[src/rtl/core/rss_pkg.sv]
// Random subset sampler: shared constants, register and request codes,
// result and memory-port structures. No dependencies.
package rss_pkg;

    localparam int MAX_POP    = 1024;
    localparam int IDX_W      = $clog2(MAX_POP);
    localparam int CNT_W      = IDX_W + 1;
    localparam int RAND_W     = 24;
    localparam int PROD_W     = RAND_W + CNT_W;
    localparam int FIFO_DEPTH = 8;
    localparam int FPTR_W     = $clog2(FIFO_DEPTH);
    localparam int FCNT_W     = FPTR_W + 1;
    localparam int APB_AW     = 3;
    localparam int APB_DW     = 32;

    localparam logic REQ_START = 1'b0;
    localparam logic REQ_STEP  = 1'b1;

    localparam logic REG_SAMPLE_COUNT = 1'b0;
    localparam logic REG_POPULATION   = 1'b1;

    typedef struct packed {
        logic [IDX_W-1:0] position;
        logic [IDX_W-1:0] value;
        logic             last;
    } t_result;

    typedef struct packed {
        logic             wr_en;
        logic [IDX_W-1:0] wr_addr;
        logic [IDX_W-1:0] wr_data;
        logic [IDX_W-1:0] rd_addr_a;
        logic [IDX_W-1:0] rd_addr_b;
    } t_mem_req;

    typedef struct packed {
        logic [1:0] cnt;
        t_result    res0;
        t_result    res1;
    } t_push;

endpackage

[src/rtl/core/rss_if.sv]


interface rss_res_if;
    logic                     valid;
    logic                     ready;
    logic [rss_pkg::IDX_W-1:0] position;
    logic [rss_pkg::IDX_W-1:0] value;
    logic                     last;

    modport source (output valid, output position, output value, output last, input ready);
    modport sink   (input valid, input position, input value, input last, output ready);
endinterface

[src/rtl/core/rss_result_fifo.sv]
// Random subset sampler: result queue taking up to two results per cycle
// and handing out one per transaction. Depends on rss_pkg, rss_if.
module rss_result_fifo (
    input  logic                      i_clk,
    input  logic                      i_rst_n,
    input  rss_pkg::t_push            i_push,
    output logic [rss_pkg::FCNT_W-1:0] o_count,
    rss_res_if.source                 o_res
);

    rss_pkg::t_result            r_buf [rss_pkg::FIFO_DEPTH];
    logic [rss_pkg::FPTR_W-1:0]  r_wr_ptr;
    logic [rss_pkg::FPTR_W-1:0]  r_rd_ptr;
    logic [rss_pkg::FCNT_W-1:0]  r_count;
    logic                        w_pop;
    rss_pkg::t_result            w_head;

    assign w_pop = o_res.valid && o_res.ready;

    always_ff @(posedge i_clk) begin
        if (i_push.cnt != 2'd0) begin
            r_buf[r_wr_ptr] <= i_push.res0;
        end
        if (i_push.cnt == 2'd2) begin
            r_buf[r_wr_ptr + rss_pkg::FPTR_W'(1)] <= i_push.res1;
        end
    end

    always_ff @(posedge i_clk) begin
        if (!i_rst_n) begin
            r_wr_ptr <= '0;
            r_rd_ptr <= '0;
            r_count  <= '0;
        end else begin
            r_wr_ptr <= r_wr_ptr + rss_pkg::FPTR_W'(i_push.cnt);
            r_rd_ptr <= r_rd_ptr + rss_pkg::FPTR_W'(w_pop);
            r_count  <= r_count + rss_pkg::FCNT_W'(i_push.cnt) - rss_pkg::FCNT_W'(w_pop);
        end
    end

    assign w_head         = r_buf[r_rd_ptr];
    assign o_res.valid    = (r_count != '0);
    assign o_res.position = w_head.position;
    assign o_res.value    = w_head.value;
    assign o_res.last     = w_head.last;
    assign o_count        = r_count;

endmodule

[src/flat_wrapper.sv]
// flat-port wrapper written by rule: the top's interface ports become plain ports
module rss_result_fifo_flat 
  (i_clk, i_rst_n, i_push, o_count, o_res_valid, o_res_position, o_res_value, o_res_last, o_res_ready);
  rss_res_if o_res_i ();
  input  logic i_clk;
  input  logic i_rst_n;
  input  rss_pkg::t_push i_push;
  output logic [rss_pkg::FCNT_W-1:0] o_count;
  output wire logic [$bits(o_res_i.valid)-1:0] o_res_valid;
  output wire logic [$bits(o_res_i.position)-1:0] o_res_position;
  output wire logic [$bits(o_res_i.value)-1:0] o_res_value;
  output wire logic [$bits(o_res_i.last)-1:0] o_res_last;
  input wire logic [$bits(o_res_i.ready)-1:0] o_res_ready;
  assign o_res_valid = o_res_i.valid;
  assign o_res_position = o_res_i.position;
  assign o_res_value = o_res_i.value;
  assign o_res_last = o_res_i.last;
  assign o_res_i.ready = o_res_ready;
  rss_result_fifo u_core (.i_clk(i_clk), .i_rst_n(i_rst_n), .i_push(i_push), .o_count(o_count), .o_res(o_res_i));
endmodule
[config.mk]
export PLATFORM = sky130hd
export DESIGN_NAME = rss_result_fifo_flat
export DESIGN_NICKNAME = d
export VERILOG_FILES = /design/src/rtl/core/rss_pkg.sv /design/src/rtl/core/rss_if.sv /design/src/rtl/core/rss_result_fifo.sv /design/src/flat_wrapper.sv
export SDC_FILE = /design/constraint.sdc
export NUM_CORES = 1
export LEC_CHECK = 0
export BUFFER_PORTS_ARGS = -buffer_cell sky130_fd_sc_hd__buf_2
export CAP_MARGIN = 0
export CORE_MARGIN = 8
export CORE_UTILIZATION = 30
export CTS_CLUSTER_DIAMETER = 30
export CTS_CLUSTER_SIZE = 14
export DETAILED_ROUTE_END_ITERATION = 6
export GPL_TIMING_DRIVEN = 0
export HOLD_SLACK_MARGIN = 0.02
export PLACE_DENSITY = 0.47
export RECOVER_POWER = 25
export SYNTH_ARGS = -nofsm -noshare
export SYNTH_HDL_FRONTEND = slang
export SYNTH_SLANG_ARGS = --single-unit
[constraint.sdc]
create_clock -name i_clk -period 5.05 [get_ports i_clk]
set_clock_uncertainty 0.05 [all_clocks]
set_input_delay 0.2525 -clock i_clk [delete_from_list [all_inputs] [get_ports i_clk]]
set_output_delay 0.2525 -clock i_clk [all_outputs]
set_load 0.02 [all_outputs]
# After elaboration in Yosys (flattened, before gate mapping)
# Memory sizes are Yosys's and may differ from the RTL's. A register that Yosys moved wholly into a read port is not among the register bits.
# Index checks and enable logic that the tools add are counted.
# op_classes
n_div	0
n_shift	0
bitwise_logic	0
order_cmp	0
n_reduce_logical	3
n_eq_ne	1
addsub	5
mux	5
n_mul	0
# op_table
cell	n
adder 4 x 2 -> 4 bit	1
two-way mux 1 bit	4
nonzero test 4 bit	1
subtractor 4 x 1 -> 4 bit	1
adder 3 x 1 -> 3 bit	1
adder 3 x 1 -> 3 bit, second input constant	1
adder 3 x 2 -> 3 bit	1
two-way mux 3 bit	1
== test 2 bit, second input constant	1
nonzero test 2 bit	1
logical AND 1 bit	1
# word_totals
latch_bits	0
mem_count	1
out_inout_bits	26
ram_bits	168
word_cells	18
ff_bits	10
rom_bits	0
in_bits	47
# mem_list
memory	depth	word_bits	read_ports	rd_ports_with_merged_regs	wr	line	text
u_core.r_buf	8	21	1	1	2	rss_result_fifo.sv:11	rss_pkg::t_result r_buf [rss_pkg::FIFO_DEPTH];

# Longest topological paths before layout
# depth
ltp_word	4
mapped_depth	10
ltp_nobuf	10

# Least setup slack after synthesis
# Ideal clock, no wire load.
# synth_path
kind	register to register
startpoint	reg u_core.r_wr_ptr[0] (netlist name)
endpoint	mem u_core.r_buf[1][0] (netlist name), enable pin
setup_time_ns	0.432
period_less_slack_ns	2.727
arrival_ns	2.246
path_slack_ns	2.323
stages_incl_launch_ff	3
path_buffers	0
required_time_ns	4.568
path_cell_list	dfxtp_1 -> o21ai_0 -> o31ai_1
# synth_lines
item	line	text
start, declared	rss_result_fifo.sv:12	logic [rss_pkg::FPTR_W-1:0] r_wr_ptr;
start signal, assigned	rss_result_fifo.sv:35	r_wr_ptr <= r_wr_ptr + rss_pkg::FPTR_W'(i_push.cnt);
end, declared	rss_result_fifo.sv:11	

==> flow_summary.ini <==
[sta]
grt_setup_unrepaired = no
setup_violations = 0
final.period_utilization = 0.6725
layout_min_cycle_time_ns = 3.396
slew_headroom = 0.02361
maxClockFrequency_mhz = 294.4
final_max_slew_viol_count = 0
hold_fails_final_rpt = 0
fin_tns_setup_ns = 0
timing_worst_slew_pin_value_ns = 1.449

[logic_synthesis]
synth_seq_cells = 178
synth_async_sr_flop_share = 0
synth_enable_flop_cells = 168
postSynth.topFlopCell = sky130_fd_sc_hd__edfxtp_1
post_synth_instance_area_um2 = 9045
seq_area_frac_synth = 0.5799
yosysWarningCount = 0
syn-instance-count = 511
synth_fp_nets = 568
synth_cell_types = 38
syn_avg_cell_area_um2 = 17.70

[pwr]
power.leakage_uw = 0.003569
sequentialPowerShare = 0.441
clock_network_fraction_of_total_power = 0.315
ir_drop_mv = 0.2061
cellInternalPower_uw = 2908
power_frac_comb = 0.244
p_sw_uw = 1204
finalPower_uw = 4111
cellPowerDensity_nw_per_um2 = 387.8
netSwitchingFraction = 0.2927

[routing]
route.detailed.vias_per_inst = 4.990
drt_first_pass_iters = 4
wl_per_cell_um = 24.14
route.detailed.drc = 0
drt_total_wl_mm = 24.45
drtAntennaViolNets = 0
initialDrtViolationCount = 264
via_count = 5055

[setup_path]
worst_ep_required_time_ns = 5.18
critical_path.startpoint_type = flip-flop
cp.buffers_inverters = 2
rrSetupSlack_ns = 1.65
criticalPathCategory = flip-flop to flip-flop
critical_path.max_fanout = 16
category_of_cells_accounting_for_the_largest_share_of_critical_path_delay = buffers and inverters
worstPathCellList = ha_1 -> xnor2_1 -> nand3_1 -> clkbuf_1 -> o21ai_0 -> buf_12
crit_path_top_delay_cell = sky130_fd_sc_hd__o21ai_0
crit_path_max_incr_delay_ns = 0.77
arrival_ns = 3.53
end_kind = flip-flop

[place]
dp_wirelength_mm = 16.03
dp.cells = 982
number_of_i_o_port_buffers = 72
gp_congestion = 0.7345

[layout]
post-route-util = 0.3577
fin_nets = 668
final_cells = 1013
num-fill-cells = 2891
diodes = 0
drive_above_1_share = 0.5714
layout-area-overhead-vs-synth_pct = 17.22

[cts]
cts_setup_buffers = 0
cts_hold_buffers = 0
postCtsResizedCells = 0
clock_tree_from_tritoncts = built
path_clk_slew_ns = 0.07
worstSkewPairLatency_ns = 0.43
cts-root-to-sink-buffers = 2
cts_made_buffers = 17
cts_num_sinks = 178
cts_root_buf = sky130_fd_sc_hd__clkbuf_16
number_of_h_tree_levels = 4

[floorplanning]
die-area_um2 = 35960
initial_util = 0.3052
placeableCoreArea_um2 = 29640
floorplan.io_pins = 73
placement_rows = 63
floorplan.die.width_um = 189.6
die_height_um = 189.6

[global_route]
grt_pass1_vias = 5678
maximum_number_of_pins_on_one_net_before_global_route_repair = 17
grt_use_total = 0.1381
grt_overflow_total = 0
grt_pass1_wl_mm = 35.80
antenna_found_initial = 4

[flow_run]
maxCapViolations = 0

[min_path]
hold_path.class = primary input to flip-flop

[outcome]
run_status = complete, no violations
==> state kept, by name, summed over array words and instances, names as in the netlist <==
register	count
u_core.o_count	4
u_core.r_wr_ptr	3
u_core.r_buf	168
u_core.r_rd_ptr	3
==> layer usage <==
metal / part of all wire / track usage / up-vias
met3: 0.049 / 0.03222 / 47
met2: 0.55 / 0.2601 / 134
li1: - / - / 2245
met1: 0.38 / 0.1496 / 2621
met4: 0.021 / 0.04630 / 8
met5: 0.0018 / 0 / -
==> worst reg2reg max path: cells and delay by family, from the launching register on <==
family,cells,cell delay [ns]
flip-flops,1,0.53
XOR/XNOR,1,0.16
AND/OR/NAND/NOR,1,0.24
buffers and inverters,2,1.09
adder cells (fa/ha/maj),1,0.28
AO/OA/AOI/OAI,1,0.78
==> stage by stage <==
stage | hold WS, ns | setup slack [ns] | instance area [µm²]
2_1_floorplan | 0.3547 | 2.323 | 9045
5_1_grt | 0.06193 | 1.487 | 10600
6_report | 0.05999 | 1.654 | 10600
3_3_place_gp | 0.5023 | 0.08730 | 9893
4_1_cts | 0.04197 | 2.006 | 10750
3_5_place_dp | 0.5038 | 2.365 | 10190
==> layout make-up <==
| class | instances | area, µm² | share of cell area |
|---|---|---|---|
| sequential | 178 | 5245 | 0.4947 |
| multi-input combinational | 293 | 3608 | 0.3403 |
| timing repair buffer | 81 | 506.7 | 0.04779 |
| tap | 390 | 488.0 | 0.04602 |
| clock buffer | 17 | 425.4 | 0.04012 |
| buffer | 31 | 167.7 | 0.01581 |
| clock inverter | 14 | 127.6 | 0.01204 |
| inverter | 9 | 33.78 | 0.003186 |
==> power groups by stage <==
stage | Clock, µW | Sequential, µW | Combinational, µW
6_report | 1300 | 1810 | 1000
5_1_grt | 1370 | 1830 | 1090
4_1_cts | 1320 | 1810 | 1060
3_5_place_dp | 0 | 1850 | 1060
3_3_place_gp | 0 | 1850 | 973
2_1_floorplan | 0 | 1850 | 648
==> cell usage after synthesis, types with 2 or more instances <==
| cell | n | area, µm² |
|---|---|---|
| sky130_fd_sc_hd__o31ai_1 | 2 | 15.01 |
| sky130_fd_sc_hd__mux2_1 | 9 | 101.4 |
| sky130_fd_sc_hd__and2_1 | 6 | 37.54 |
| sky130_fd_sc_hd__o22ai_1 | 2 | 12.51 |
| sky130_fd_sc_hd__buf_4 | 5 | 37.54 |
| sky130_fd_sc_hd__mux2_2 | 179 | 2016 |
| sky130_fd_sc_hd__xnor2_1 | 2 | 17.52 |
| sky130_fd_sc_hd__nor2b_1 | 2 | 12.51 |
| sky130_fd_sc_hd__ha_1 | 8 | 100.1 |
| sky130_fd_sc_hd__buf_6 | 4 | 45.04 |
| sky130_fd_sc_hd__fa_1 | 2 | 40.04 |
| sky130_fd_sc_hd__edfxtp_1 | 168 | 5045 |
| sky130_fd_sc_hd__nand2b_1 | 3 | 18.77 |
| sky130_fd_sc_hd__nand3_2 | 2 | 20.02 |
| sky130_fd_sc_hd__inv_1 | 9 | 33.78 |
| sky130_fd_sc_hd__o21ai_0 | 5 | 25.02 |
| sky130_fd_sc_hd__nor2_1 | 3 | 11.26 |
| sky130_fd_sc_hd__nand2_1 | 7 | 26.28 |
| sky130_fd_sc_hd__mux2i_1 | 3 | 30.03 |
| sky130_fd_sc_hd__clkbuf_1 | 8 | 30.03 |
| sky130_fd_sc_hd__mux4_2 | 42 | 945.9 |
| sky130_fd_sc_hd__buf_2 | 14 | 70.07 |
| sky130_fd_sc_hd__nand2_2 | 2 | 12.51 |
| sky130_fd_sc_hd__dfxtp_1 | 10 | 200.2 |
==> kinds of logic after synthesis <==
family / Yosys count / share of synthesized area
xor+xnor: 5 / 0.006503
flops: 178 / 0.5799
buf+inv: 40 / 0.02393
compound gates: 12 / 0.008022
fa+ha+maj: 10 / 0.01549
simple gates: 32 / 0.02255
mux: 234 / 0.3436
==> path summary, 6_finish.rpt <==
| check | from | endpoint | depth (start not counted) |
|---|---|---|---|
| max | u_core.r_wr_ptr[1]$_SDFF_PN0_ | u_core.r_buf[3][5]$_DFFE_PP_ | 6 |
| min | i_rst_n | u_core.r_rd_ptr[0]$_SDFF_PN0_ | 3 |
| max reg2reg | u_core.r_wr_ptr[1]$_SDFF_PN0_ | u_core.r_buf[3][5]$_DFFE_PP_ | 6 |
| min reg2reg | u_core.r_rd_ptr[1]$_SDFF_PN0_ | u_core.r_rd_ptr[1]$_SDFF_PN0_ | 2 |
==> placed cells by master, fill, tap and decap left out, drive strengths merged, types with 5 or more instances in the layout <==
master and count:
and2 6, buf 95, clkbuf 34, clkinv 6, dfxtp 10, edfxtp 168
ha 8, inv 15, mux2 189, mux4 42, nand2 9, o21ai 5
Power figures use the tool's default switching activity.
